$ cat src/hdl/frame_deframer_xor_checksum_assert.svh
// Assertion macros shared by the deframer RTL.
// Each macro samples on clk and is disabled while arst_n is low.
`ifndef FRAME_DEFRAMER_XOR_CHECKSUM_ASSERT_SVH
`define FRAME_DEFRAMER_XOR_CHECKSUM_ASSERT_SVH

// Check a property on every clock edge outside reset.
`define FDXC_ASSERT(label, prop, msg) \
	label: assert property (@(posedge clk) disable iff (!arst_n) (prop)) else $error(msg);

// Check an implication whose consequent is due in the next cycle.
`define FDXC_ASSERT_NEXT(label, pre, post, msg) \
	label: assert property (@(posedge clk) disable iff (!arst_n) (pre) |=> (post)) \
		else $error(msg);

`endif

$ cat src/hdl/fdxc_pkg.sv
// Shared types and constants of the XOR-checksum frame deframer.
// No dependencies; imported by every other RTL file but the assertion header.
`default_nettype none

package fdxc_pkg;

	localparam int unsigned BYTE_W   = 8;
	localparam int unsigned POS_W    = 9;
	localparam int unsigned ID_W     = 16;
	localparam int unsigned STATUS_W = 3;
	localparam int unsigned CFG_IDX_W = 1;

	localparam logic [CFG_IDX_W-1:0] CFG_START_MARKER = 1'b0;
	localparam logic [CFG_IDX_W-1:0] CFG_MAX_LEN      = 1'b1;

	localparam logic [BYTE_W-1:0] START_MARKER_RST = 8'hAA;
	localparam logic [BYTE_W-1:0] MAX_LEN_RST      = 8'hFF;

	localparam logic [POS_W-1:0] POS_START   = 9'd0;
	localparam logic [POS_W-1:0] POS_ID_HI   = 9'd1;
	localparam logic [POS_W-1:0] POS_ID_LO   = 9'd2;
	localparam logic [POS_W-1:0] POS_TYPE    = 9'd3;
	localparam logic [POS_W-1:0] POS_LEN     = 9'd4;
	localparam logic [POS_W-1:0] HEADER_BYTES = 9'd5;
	localparam logic [POS_W-1:0] POS_MAX     = 9'h1FF;

	localparam logic KIND_PAYLOAD = 1'b0;
	localparam logic KIND_STATUS  = 1'b1;

	localparam logic [STATUS_W-1:0] STS_OK        = 3'd0;
	localparam logic [STATUS_W-1:0] STS_SHORT     = 3'd1;
	localparam logic [STATUS_W-1:0] STS_BAD_START = 3'd2;
	localparam logic [STATUS_W-1:0] STS_BAD_SUM   = 3'd3;
	localparam logic [STATUS_W-1:0] STS_OVER      = 3'd4;
	localparam logic [STATUS_W-1:0] STS_MISMATCH  = 3'd5;

	typedef struct packed {
		logic [BYTE_W-1:0] rx_byte;
		logic              frame_end;
	} in_beat_t;

	typedef struct packed {
		logic                result_kind;
		logic [BYTE_W-1:0]   payload_byte;
		logic [BYTE_W-1:0]   payload_index;
		logic [STATUS_W-1:0] frame_status;
		logic [ID_W-1:0]     message_id;
		logic [BYTE_W-1:0]   message_type;
		logic [BYTE_W-1:0]   payload_length;
	} out_beat_t;

	typedef struct packed {
		logic [BYTE_W-1:0] start_marker;
		logic [BYTE_W-1:0] max_payload_len;
	} cfg_t;

endpackage

`default_nettype wire

$ cat src/hdl/fdxc_if.sv
// Valid/ready stream interfaces for received bytes and deframer results.
// Depends on fdxc_pkg for the beat types.
`default_nettype none

interface fdxc_in_if
	import fdxc_pkg::*;
();
	logic     valid;
	logic     ready;
	in_beat_t data;

	modport source (output valid, output data, input ready);
	modport sink (input valid, input data, output ready);
endinterface

interface fdxc_out_if
	import fdxc_pkg::*;
();
	logic      valid;
	logic      ready;
	out_beat_t data;

	modport source (output valid, output data, input ready);
	modport sink (input valid, input data, output ready);
endinterface

`default_nettype wire

$ cat src/hdl/frame_deframer_xor_checksum.sv
// Top level of the XOR-checksum frame deframer.
// Depends on fdxc_pkg, fdxc_if, fdxc_cfg_regs, fdxc_in_stage, fdxc_parser, fdxc_out_fifo.
//
// Channel  Dir  Handshake            Beat
// rx       in   valid/ready          rx_byte, frame_end
// result   out  valid/ready          kind, payload byte/index, status, header fields
// cfg      in   cfg_we (no stall)    cfg_idx, cfg_wdata
//
// One byte per cycle unless the result buffer is full; the parser updates position and XOR.
// A result passes the input register and the result buffer before it is valid on result.
// Reset clears frame state and restores start marker 0xAA and length limit 0xFF.
// A stalled result channel fills the two-entry result buffer, then holds the input register.
`default_nettype none

module frame_deframer_xor_checksum
	import fdxc_pkg::*;
(
	input  wire logic                 clk,
	input  wire logic                 arst_n,
	input  wire logic                 cfg_we,
	input  wire logic [CFG_IDX_W-1:0] cfg_idx,
	input  wire logic [BYTE_W-1:0]    cfg_wdata,
	fdxc_in_if.sink                   rx,
	fdxc_out_if.source                result
);

	cfg_t      cfg;
	logic      adv;
	in_beat_t  beat;
	logic      res_valid;
	out_beat_t res;
	logic      buf_ready;

	fdxc_cfg_regs u_cfg_regs (
		.clk       (clk),
		.arst_n    (arst_n),
		.cfg_we    (cfg_we),
		.cfg_idx   (cfg_idx),
		.cfg_wdata (cfg_wdata),
		.cfg       (cfg)
	);

	fdxc_in_stage u_in_stage (
		.clk        (clk),
		.arst_n     (arst_n),
		.rx         (rx),
		.down_ready (buf_ready),
		.adv        (adv),
		.beat       (beat)
	);

	fdxc_parser u_parser (
		.clk       (clk),
		.arst_n    (arst_n),
		.adv       (adv),
		.beat      (beat),
		.cfg       (cfg),
		.res_valid (res_valid),
		.res       (res)
	);

	fdxc_out_fifo u_out_fifo (
		.clk       (clk),
		.arst_n    (arst_n),
		.push      (adv && res_valid),
		.push_data (res),
		.ready     (buf_ready),
		.result    (result)
	);

endmodule

`default_nettype wire

$ cat src/hdl/fdxc_cfg_regs.sv
// Configuration registers: start marker and payload length limit.
// Depends on fdxc_pkg.
`default_nettype none

module fdxc_cfg_regs
	import fdxc_pkg::*;
(
	input  wire logic                 clk,
	input  wire logic                 arst_n,
	input  wire logic                 cfg_we,
	input  wire logic [CFG_IDX_W-1:0] cfg_idx,
	input  wire logic [BYTE_W-1:0]    cfg_wdata,
	output cfg_t                      cfg
);

	cfg_t cfg_q;

	always_ff @(posedge clk or negedge arst_n) begin
		if (!arst_n) begin
			cfg_q.start_marker    <= START_MARKER_RST;
			cfg_q.max_payload_len <= MAX_LEN_RST;
		end else if (cfg_we) begin
			unique case (cfg_idx)
				CFG_START_MARKER: cfg_q.start_marker    <= cfg_wdata;
				CFG_MAX_LEN:      cfg_q.max_payload_len <= cfg_wdata;
				default: ;
			endcase
		end
	end

	assign cfg = cfg_q;

endmodule

`default_nettype wire

$ cat src/hdl/fdxc_in_stage.sv
// Input register for received bytes; holds a beat while downstream is full.
// Depends on fdxc_pkg, fdxc_in_if and the assertion macros.
`default_nettype none
`include "frame_deframer_xor_checksum_assert.svh"

module fdxc_in_stage
	import fdxc_pkg::*;
(
	input  wire logic  clk,
	input  wire logic  arst_n,
	fdxc_in_if.sink    rx,
	input  wire logic  down_ready,
	output logic       adv,
	output in_beat_t   beat
);

	logic     valid_s1;
	in_beat_t beat_s1;

	assign adv      = valid_s1 && down_ready;
	assign rx.ready = !valid_s1 || down_ready;
	assign beat     = beat_s1;

	always_ff @(posedge clk or negedge arst_n) begin
		if (!arst_n) begin
			valid_s1 <= 1'b0;
		end else if (rx.ready) begin
			valid_s1 <= rx.valid;
		end
	end

	always_ff @(posedge clk) begin
		if (rx.ready && rx.valid) begin
			beat_s1 <= rx.data;
		end
	end

	`FDXC_ASSERT_NEXT(a_hold_stalled, valid_s1 && !down_ready,
		valid_s1 && $stable(beat_s1), "stalled input beat lost")

endmodule

`default_nettype wire

$ cat src/hdl/fdxc_parser.sv
// Frame parser: position, running XOR, header capture, payload and status results.
// Depends on fdxc_pkg and the assertion macros.
`default_nettype none
`include "frame_deframer_xor_checksum_assert.svh"

module fdxc_parser
	import fdxc_pkg::*;
(
	input  wire logic     clk,
	input  wire logic     arst_n,
	input  wire logic     adv,
	input  wire in_beat_t beat,
	input  wire cfg_t     cfg,
	output logic          res_valid,
	output out_beat_t     res
);

	logic [POS_W-1:0]  pos_q;
	logic [BYTE_W-1:0] xor_q;
	logic [ID_W-1:0]   id_q;
	logic [BYTE_W-1:0] type_q;
	logic [BYTE_W-1:0] len_q;
	logic              matched_q;

	logic [POS_W-1:0] len_ext;
	logic [POS_W-1:0] expected_pos;
	logic [POS_W-1:0] offset;
	logic             too_short;
	logic             len_ok;
	logic             in_payload;

	always_comb begin
		len_ext      = {1'b0, len_q};
		expected_pos = len_ext + HEADER_BYTES;
		offset       = pos_q - HEADER_BYTES;
		too_short    = pos_q < HEADER_BYTES;
		len_ok       = len_q <= cfg.max_payload_len;
		in_payload   = matched_q && !too_short && (offset < len_ext) && len_ok;

		res       = '0;
		res_valid = 1'b0;
		if (beat.frame_end) begin
			res_valid       = 1'b1;
			res.result_kind = KIND_STATUS;
			if (too_short)
				res.frame_status = STS_SHORT;
			else if (!matched_q)
				res.frame_status = STS_BAD_START;
			else if (xor_q != beat.rx_byte)
				res.frame_status = STS_BAD_SUM;
			else if (!len_ok)
				res.frame_status = STS_OVER;
			else if (pos_q != expected_pos)
				res.frame_status = STS_MISMATCH;
			else
				res.frame_status = STS_OK;
			if (!too_short && matched_q) begin
				res.message_id     = id_q;
				res.message_type   = type_q;
				res.payload_length = len_q;
			end
		end else if (in_payload) begin
			res_valid         = 1'b1;
			res.result_kind   = KIND_PAYLOAD;
			res.payload_byte  = beat.rx_byte;
			res.payload_index = offset[BYTE_W-1:0];
		end
	end

	always_ff @(posedge clk or negedge arst_n) begin
		if (!arst_n) begin
			pos_q     <= '0;
			xor_q     <= '0;
			id_q      <= '0;
			type_q    <= '0;
			len_q     <= '0;
			matched_q <= 1'b0;
		end else if (adv) begin
			if (beat.frame_end) begin
				pos_q     <= '0;
				xor_q     <= '0;
				id_q      <= '0;
				type_q    <= '0;
				len_q     <= '0;
				matched_q <= 1'b0;
			end else begin
				unique case (pos_q)
					POS_START: matched_q         <= (beat.rx_byte == cfg.start_marker);
					POS_ID_HI: id_q[ID_W-1:BYTE_W] <= beat.rx_byte;
					POS_ID_LO: id_q[BYTE_W-1:0]    <= beat.rx_byte;
					POS_TYPE:  type_q            <= beat.rx_byte;
					POS_LEN:   len_q             <= beat.rx_byte;
					default: ;
				endcase
				xor_q <= xor_q ^ beat.rx_byte;
				if (pos_q != POS_MAX)
					pos_q <= pos_q + 9'd1;
			end
		end
	end

	`FDXC_ASSERT_NEXT(a_clear_on_end, adv && beat.frame_end,
		pos_q == '0 && !matched_q && xor_q == '0, "frame state not cleared")
	`FDXC_ASSERT(a_payload_matched,
		!(res_valid && !beat.frame_end) || (matched_q && pos_q >= HEADER_BYTES),
		"payload beat outside a matched frame")

endmodule

`default_nettype wire

$ cat src/hdl/fdxc_out_fifo.sv
// Two-entry result buffer between the parser and the result channel.
// Depends on fdxc_pkg, fdxc_out_if and the assertion macros.
`default_nettype none
`include "frame_deframer_xor_checksum_assert.svh"

module fdxc_out_fifo
	import fdxc_pkg::*;
(
	input  wire logic      clk,
	input  wire logic      arst_n,
	input  wire logic      push,
	input  wire out_beat_t push_data,
	output logic           ready,
	fdxc_out_if.source     result
);

	out_beat_t  mem_q [2];
	logic       wr_ptr_q;
	logic       rd_ptr_q;
	logic [1:0] count_q;
	logic       pop;

	assign ready        = (count_q != 2'd2);
	assign result.valid = (count_q != 2'd0);
	assign result.data  = mem_q[rd_ptr_q];
	assign pop          = result.valid && result.ready;

	always_ff @(posedge clk or negedge arst_n) begin
		if (!arst_n) begin
			wr_ptr_q <= 1'b0;
			rd_ptr_q <= 1'b0;
			count_q  <= 2'd0;
		end else begin
			if (push)
				wr_ptr_q <= !wr_ptr_q;
			if (pop)
				rd_ptr_q <= !rd_ptr_q;
			if (push && !pop)
				count_q <= count_q + 2'd1;
			else if (pop && !push)
				count_q <= count_q - 2'd1;
		end
	end

	always_ff @(posedge clk) begin
		if (push)
			mem_q[wr_ptr_q] <= push_data;
	end

	`FDXC_ASSERT(a_no_overflow, !push || ready, "push into full result buffer")
	`FDXC_ASSERT_NEXT(a_fill, push && !pop && count_q == 2'd1, count_q == 2'd2,
		"result buffer count wrong")

endmodule

`default_nettype wire

$ cat src/flat_wrapper.sv
// flat-port wrapper written by rule: the top's interface ports become plain ports
module frame_deframer_xor_checksum_flat import fdxc_pkg::*;
  (clk, arst_n, cfg_we, cfg_idx, cfg_wdata, rx_valid, rx_data, rx_ready, result_valid, result_data, result_ready);
  fdxc_in_if rx_i ();
  fdxc_out_if result_i ();
  input  wire logic clk;
  input  wire logic arst_n;
  input  wire logic cfg_we;
  input  wire logic [CFG_IDX_W-1:0] cfg_idx;
  input  wire logic [BYTE_W-1:0] cfg_wdata;
  input wire logic [$bits(rx_i.valid)-1:0] rx_valid;
  input wire logic [$bits(rx_i.data)-1:0] rx_data;
  output wire logic [$bits(rx_i.ready)-1:0] rx_ready;
  output wire logic [$bits(result_i.valid)-1:0] result_valid;
  output wire logic [$bits(result_i.data)-1:0] result_data;
  input wire logic [$bits(result_i.ready)-1:0] result_ready;
  assign rx_i.valid = rx_valid;
  assign rx_i.data = rx_data;
  assign rx_ready = rx_i.ready;
  assign result_valid = result_i.valid;
  assign result_data = result_i.data;
  assign result_i.ready = result_ready;
  frame_deframer_xor_checksum u_core (.clk(clk), .arst_n(arst_n), .cfg_we(cfg_we), .cfg_idx(cfg_idx), .cfg_wdata(cfg_wdata), .rx(rx_i), .result(result_i));
endmodule
$ cat config.mk
export PLATFORM = sky130hd
export DESIGN_NAME = frame_deframer_xor_checksum_flat
export DESIGN_NICKNAME = d
export VERILOG_FILES = /design/src/hdl/fdxc_pkg.sv /design/src/hdl/fdxc_if.sv /design/src/hdl/frame_deframer_xor_checksum.sv /design/src/hdl/fdxc_cfg_regs.sv /design/src/hdl/fdxc_in_stage.sv /design/src/hdl/fdxc_parser.sv /design/src/hdl/fdxc_out_fifo.sv /design/src/flat_wrapper.sv
export VERILOG_INCLUDE_DIRS = /design/src /design/src/hdl
export SDC_FILE = /design/constraint.sdc
export NUM_CORES = 1
export LEC_CHECK = 0
export ABC_AREA = 1
export BUFFER_PORTS_ARGS = -buffer_cell sky130_fd_sc_hd__buf_4
export CELL_PAD_IN_SITES_DETAIL_PLACEMENT = 1
export CELL_PAD_IN_SITES_GLOBAL_PLACEMENT = 1
export CORE_UTILIZATION = 36
export DETAILED_ROUTE_END_ITERATION = 8
export PLACE_DENSITY = 0.66
export SETUP_SLACK_MARGIN = 0.05
export SLEW_MARGIN = 20
export SYNTH_ARGS = -nofsm -noshare
export SYNTH_HDL_FRONTEND = slang
export SYNTH_HIERARCHICAL = 1
export SYNTH_SLANG_ARGS = --single-unit
$ cat constraint.sdc
create_clock -name clk -period 12.6 [get_ports clk]
set_clock_uncertainty 0.15 [all_clocks]
set_input_delay 2.52 -clock clk [delete_from_list [all_inputs] [get_ports clk]]
set_output_delay 2.52 -clock clk [all_outputs]
set_load 0.01 [all_outputs]
======== Word level (Yosys, flattened, before mapping) ========
Memories as Yosys holds them, arrays and structs flattened.
Index checks and enable logic that the tools add are counted.
operators by class
  add/sub/neg operators ................... 5
  multipliers ............................. 0
  div/mod/pow operators ................... 0
  $lt $le $gt $ge ......................... 3
  equal/unequal tests ..................... 9
  shifts and indexed selects .............. 0
  muxes and demuxes ....................... 28
  bitwise operators ....................... 2
  reduce and logical (&&, ||, !) cells .... 33
operators by type and width
  kind                                                         number
  2-to-1 mux 8 bit                                             7
  2-to-1 mux 16 bit                                            3
  2-to-1 mux 35 bit                                            1
  2-to-1 mux 32 bit                                            1
  equality test 9 x 2 -> 1 bit (second input constant)         2
  2-to-1 mux 9 bit                                             2
  AND reduction 2 bit                                          8
  nonzero test 2 bit                                           8
  2-to-1 mux 3 bit                                             5
  adder 8 x 3 -> 9 bit (second input constant)                 1
  adder 9 x 1 -> 9 bit (second input constant)                 1
  equality test 9 x 1 -> 1 bit (second input constant)         1
  equality test 9 x 3 -> 1 bit (second input constant)         1
  logical AND 1 bit                                            9
  logical NOT 9 bit                                            1
  less-than comparator 9 x 3 -> 1 bit (second input constant)  1
  less-than comparator 9 x 8 -> 1 bit                          1
  inequality test 9 bit                                        1
  inequality test 9 bit (second input constant)                1
  subtractor 9 x 3 -> 9 bit (second input constant)            1
  equality test 8 bit                                          1
  less-or-equal comparator 8 bit                               1
  inequality test 8 bit                                        1
  XOR 8 bit                                                    1
  8 further kinds                                              20
word-level totals
  register bits ........................... 80
  bits in latches ......................... 0
  RAM bits ................................ 104
  bits in read-only memories .............. 0
  bits of input ports ..................... 23
  output and inout port bits .............. 54
  word-level logic and storage cells ...... 96
  memories ................................ 1
memories
  memory                   words  bits a word  read ports  clocked after memory_dff  write ports  RTL line             text
  u_core.u_out_fifo.mem_q  2      52           1           0                         1            fdxc_out_fifo.sv:17  out_beat_t mem_q [2];

======== Depth between registers and ports, before layout ========
  word-level depth ........................ 12
  gate-level depth with buffers ........... 23

======== By module ========
Netlist, hierarchy kept.
by module, submodules not included
  module                       times used  cells an instance  area each (um^2)
  fdxc_out_fifo                1           299                4032.6
  fdxc_parser                  1           493                3624.7
  fdxc_cfg_regs                1           70                 678.2
  fdxc_in_stage                1           17                 322.8
  frame_deframer_xor_checksum  1           2                  7.5

======== Worst setup path before layout ========
No wires, ideal clock.
  path type ............................... reg-to-reg
  start point ............................. register u_core.u_parser.pos_q[0]
  end point ............................... memory u_core/u_out_fifo/mem_q[0][0] in the netlist's numbering, enable pin
  library setup time ...................... 0.463 ns
  arrival ................................. 4.516 ns
  path slack .............................. 7.471 ns
  cell stages (with the launch flop) ...... 20
  period minus slack after synthesis ...... 5.129 ns
  path through ............................ dfrtp_1 inv_1 ha_1 inv_1 nand2_1 nand2_1 xor2_1 inv_1 ha_1 a21oi_1 o21ai_0 nand3_1 nand2_1 nand2_1 nand2_4 nand2_1 nand2_1 inv_1 inv_1 nor2_1
on the way
  longest elaborated chain between the ends .. 10
  elaborated cells on any way between the ends .. 12
  classes of those cells .................. add/sub: 1; order compare: 2; mux: 4; reduce/logical: 5
RTL lines
  element                                                            RTL line                           text
  start: declaration                                                 fdxc_parser.sv:18                  logic [POS_W-1:0] pos_q;
  start signal: assignment                                           fdxc_parser.sv:97                  pos_q <= pos_q + 9'd1;
  branches (longest 3 deep; another with subtractor 9 x 3 -> 9 bit)  -
  logical AND 1 bit (*) (2 in a row)                                 fdxc_parser.sv:38                  in_payload = matched_q && !too_short && (offset < len_ext) && len_ok;
  2-to-1 mux 1 bit (*)                                               fdxc_parser.sv:62                  end else if (in_payload) begin
  2-to-1 mux 1 bit (*)                                               fdxc_parser.sv:42                  if (beat.frame_end) begin
  via u_core.res_valid                                               frame_deframer_xor_checksum.sv:30  logic res_valid;
  logical AND 1 bit (*)                                              frame_deframer_xor_checksum.sv:65  .push (adv && res_valid),
  2-to-1 mux 1 bit (*)                                               fdxc_out_fifo.sv:46                if (push)
  2-to-1 mux 1 bit (not written as such) (*)                         fdxc_out_fifo.sv:47                mem_q[wr_ptr_q] <= push_data;
  end: declaration                                                   fdxc_out_fifo.sv:17
Mark *: on every way through the listed nets, which the timed path passes.

======== Final worst setup path ========
  start point ............................. register u_core.u_out_fifo.rd_ptr_q
  end point ............................... output result_data[19]
on the way
  longest elaborated chain between the ends .. 1
RTL lines
  element                   RTL line             text
  start: declaration        fdxc_out_fifo.sv:19  logic rd_ptr_q;
  start signal: assignment  fdxc_out_fifo.sv:37  rd_ptr_q <= !rd_ptr_q;
  memory (2 x 52 bit)       -
  end: declaration          flat_wrapper.sv:15   output wire logic [$bits(result_i.data)-1:0] result_data;
No other way between the ends.

==> reports/metrics.yaml <==
run_status: "complete, no violations"
drc: 0
pre_cts_slack_ns: 7.88
multi_input_area_um2: 2970
clkSlewWorstSetupHoldPaths_ns: 0.07
synthesis.area_um2: 8670
timing.fmax_mhz: 195
grt_usage_pct: 18.0
critPathMaxFanout: 53
dr_total_vias: 6038
cell_by_cell_listing_of_the_critical_path: "buf_4, inv_6, nand2_1, nand2_1, buf_4"
min_path_type: "reg -> reg"
dp.cells: 1252
total_power_uw: 2190
die_y_extent_um: 157
flow.area_growth_from_synthesis_pct: 15.8
yosysTopAreaCellShare_pct: 39.2
insertion_delay_ns: 0.43
report.final.hold_viol_count: 0
die_area_um2: 24700
die_width_um: 157
grt_setup_unrepaired: "no"
overflow: 0
design.core.area_um2: 23500
worst_supply_voltage_drop_on_vdd_mv: 0.103
worstSetupEndpointType: "output pin"
detailed_routing_iterations_pass_1: 4
synth_largest_area_cell: "edfxtp_1"
grt_pass1_vias: 6398
final_nets: 998
number_of_pins_with_negative_max_slew_slack_in_the_final_report: 0
wirelength_um: 20500
cellPowerDensity_nw_per_um2: 218
fin_cells: 1284
critPathMaxStageDelay_ns: 0.94
synth_ff_type: "edfxtp_1"
tritoncts_num_sinks: 184
maxCapViolations: 0
post-route-period-util_pct: 40.8
synth_cell_types: 42
post_cts.repair.setup_buffers: 0
seq_area_um2: 5180
number_of_flops_mapped_to_enable_cells_by_yosys: 113
path_class: "reg -> out"
cpMaxStageDelayCell: "dfrtp_1"
antenna_cell_count: 0
leakage_uw: 0.00442
ys_ff_latch: 184
synth.top_cells.by_count: "nand2_1, edfxtp_1, nor2_1, inv_1, dfrtp_1"
fp-row-count: 56
netlist_top_cells_area: "edfxtp_1, dfrtp_1, nand2_1"
design_area_um2: 10000
numPortBuffers: 76
ant_nets: 0
io-pin-count: 77
crit_required_ns: 9.93
detailedPlacementHpwl_um: 14300
floorplan.initialDensity_pct: 36.8
fill_cell_total_of_the_finished_layout: 2705
ctsHtreeMaxLevel: 4
postCtsResizedCells: 0
async_set_reset_flop_share_out_of_synthesis_pct: 38.6
timing.final.setup_violations: 0
maxSlewHeadroom_pct: 32.2
netlist_instances: 881
cts_hold_buf: 0
totalNegativeSetupSlack_ns: 0
detailed_place.area_um2: 9430
setup.worst_path.start_class: "flip-flop"
timing.final.crit_period_ns: 5.13
synthesis.yosys.warnings: 6
clock_buffer_depth: 2
worst_pin_slew_ns: 1.02
syn_avg_cell_area_um2: 9.84
tritoncts.num_buffers: 17
route.detailed.vias_per_inst: 4.70
post-route-worst-setup-slack_ns: 7.47
antenna_found_initial: 0
worstPathArrival_ns: 2.46
cts.root.buffer_cell: "clkbuf_16"
wl_per_cell_um: 16.0
drive_gt1_share_pct: 18.1
final_weighted_congestion_in_routability_driven_placement: 0.806
synth_nets: 927
cts_tree: "yes"
global_route_wire_length_before_repair_um: 33800
synth_most_common_cell: "nand2_1"
pin_count_of_the_biggest_net_entering_global_routing: 72
synth.yosys.seq_area_share_pct: 59.8
drt_first_iter_violations: 289
-- final cells by class --
| type | count | area share [%] |
|---|---|---|
| clock buffer | 17 | 4.24 |
| clock inverter | 15 | 1.81 |
| inverter | 67 | 2.64 |
| multi-input combinational | 601 | 29.6 |
| sequential | 184 | 51.7 |
| tap | 319 | 3.98 |
| timing repair buffer | 81 | 6.06 |
-- sequential cells by signal, summed over array words and instances, names as in the netlist --
| signal | cells |
|---|---|
| u_core/u_parser/matched_q | 1 |
| u_core/u_out_fifo/mem_q | 104 |
| u_core/u_out_fifo/rd_ptr_q | 1 |
| u_core/u_out_fifo/wr_ptr_q | 1 |
| u_core/u_in_stage/valid_s1 | 1 |
| u_core/u_parser/len_q | 8 |
| u_core/u_parser/pos_q | 9 |
| u_core/u_out_fifo/count_q | 2 |
| u_core/u_parser/xor_q | 8 |
| u_core/u_cfg_regs/cfg | 16 |
| u_core/u_in_stage/beat | 9 |
| u_core/u_parser/id_q | 16 |
| u_core/u_parser/type_q | 8 |
-- worst max-delay path, delay by kind of cell (launching register included) --
family        cells  cell delay, ns
buf+inv           3            0.84
flops             1            0.94
simple gates      2            0.20
-- through the flow --
step / hold WS (ns) / util, %
5_1_grt: 0.325 / 42.6
3_5_place_dp: 0.305 / 40.0
4_1_cts: 0.316 / 42.6
6_report: 0.313 / 42.6
2_1_floorplan: 0.294 / -
3_3_place_gp: 0.302 / 40.0
-- power breakdown --
group	switching (µW)	internal (µW)
Clock	254	284
Combinational	475	281
Sequential	106	788
-- routing by layer --
metal / share of wire [%] / GRT usage [%]
met2: 48 / 29.8
met5: 0 / 0
met1: 48 / 24.4
met3: 3.2 / 3.30
met4: 1.1 / 4.30
-- final timing paths --
kind / depth (start not counted) / slack [ns] / endpoint / startpoint
worst min register to register: 2 / 0.31 / u_core/u_cfg_regs/cfg[3] / u_core/u_cfg_regs/cfg[3]
min in group asynchronous: 1 / 2.11 / u_core/u_cfg_regs/cfg[12] / arst_n
worst max-delay path: 5 / 7.47 / result_data[19] / u_core/u_out_fifo/rd_ptr_q
worst min-delay path: 2 / 0.31 / u_core/u_cfg_regs/cfg[3] / u_core/u_cfg_regs/cfg[3]
worst max register to register: 20 / 8.40 / u_core/u_out_fifo/mem_q[1][36] / u_core/u_parser/pos_q[0]
max in group asynchronous: 1 / 9.59 / u_core/u_parser/type_q[5] / arst_n
-- cell usage in the layout, fill, tap and decap left out, types with 2 or more instances in the layout --
cell	netlist	routed
o21ai_2	20	20
nor3_1	2	2
nor4_1	2	2
a21oi_1	13	13
nand2_2	8	8
nand3_2	3	3
edfxtp_1	113	113
clkinvlp_4	0	2
nand2_1	331	331
nor2_1	79	78
o21ai_1	15	15
nor3_4	2	2
nand4_1	7	7
clkbuf_16	0	17
nor3_2	2	2
xnor2_1	11	11
nand3_1	38	38
o21ai_0	19	19
clkinv_8	0	4
clkinv_2	1	2
dfrtp_1	59	59
inv_8	1	3
inv_6	1	5
inv_1	61	60
nand2_4	2	2
inv_2	3	4
ha_1	23	23
dfstp_2	12	12
xor2_1	13	13
buf_4	7	81
-- cells by family (layout without fill, tap and decap cells) --
logic type / count (synthesis) / in the layout / synth area share (%)
adders and majority gates: 23 / 23 / 3.32
and+or+nand+nor: 482 / 482 / 23.2
buffers and inverters: 96 / 180 / 5.98
xor gates and xnor gates: 24 / 24 / 2.43
DFF: 184 / 184 / 59.8
AOI/OAI and AO/OA: 72 / 72 / 5.27
(Power assumes the default switching activity.)
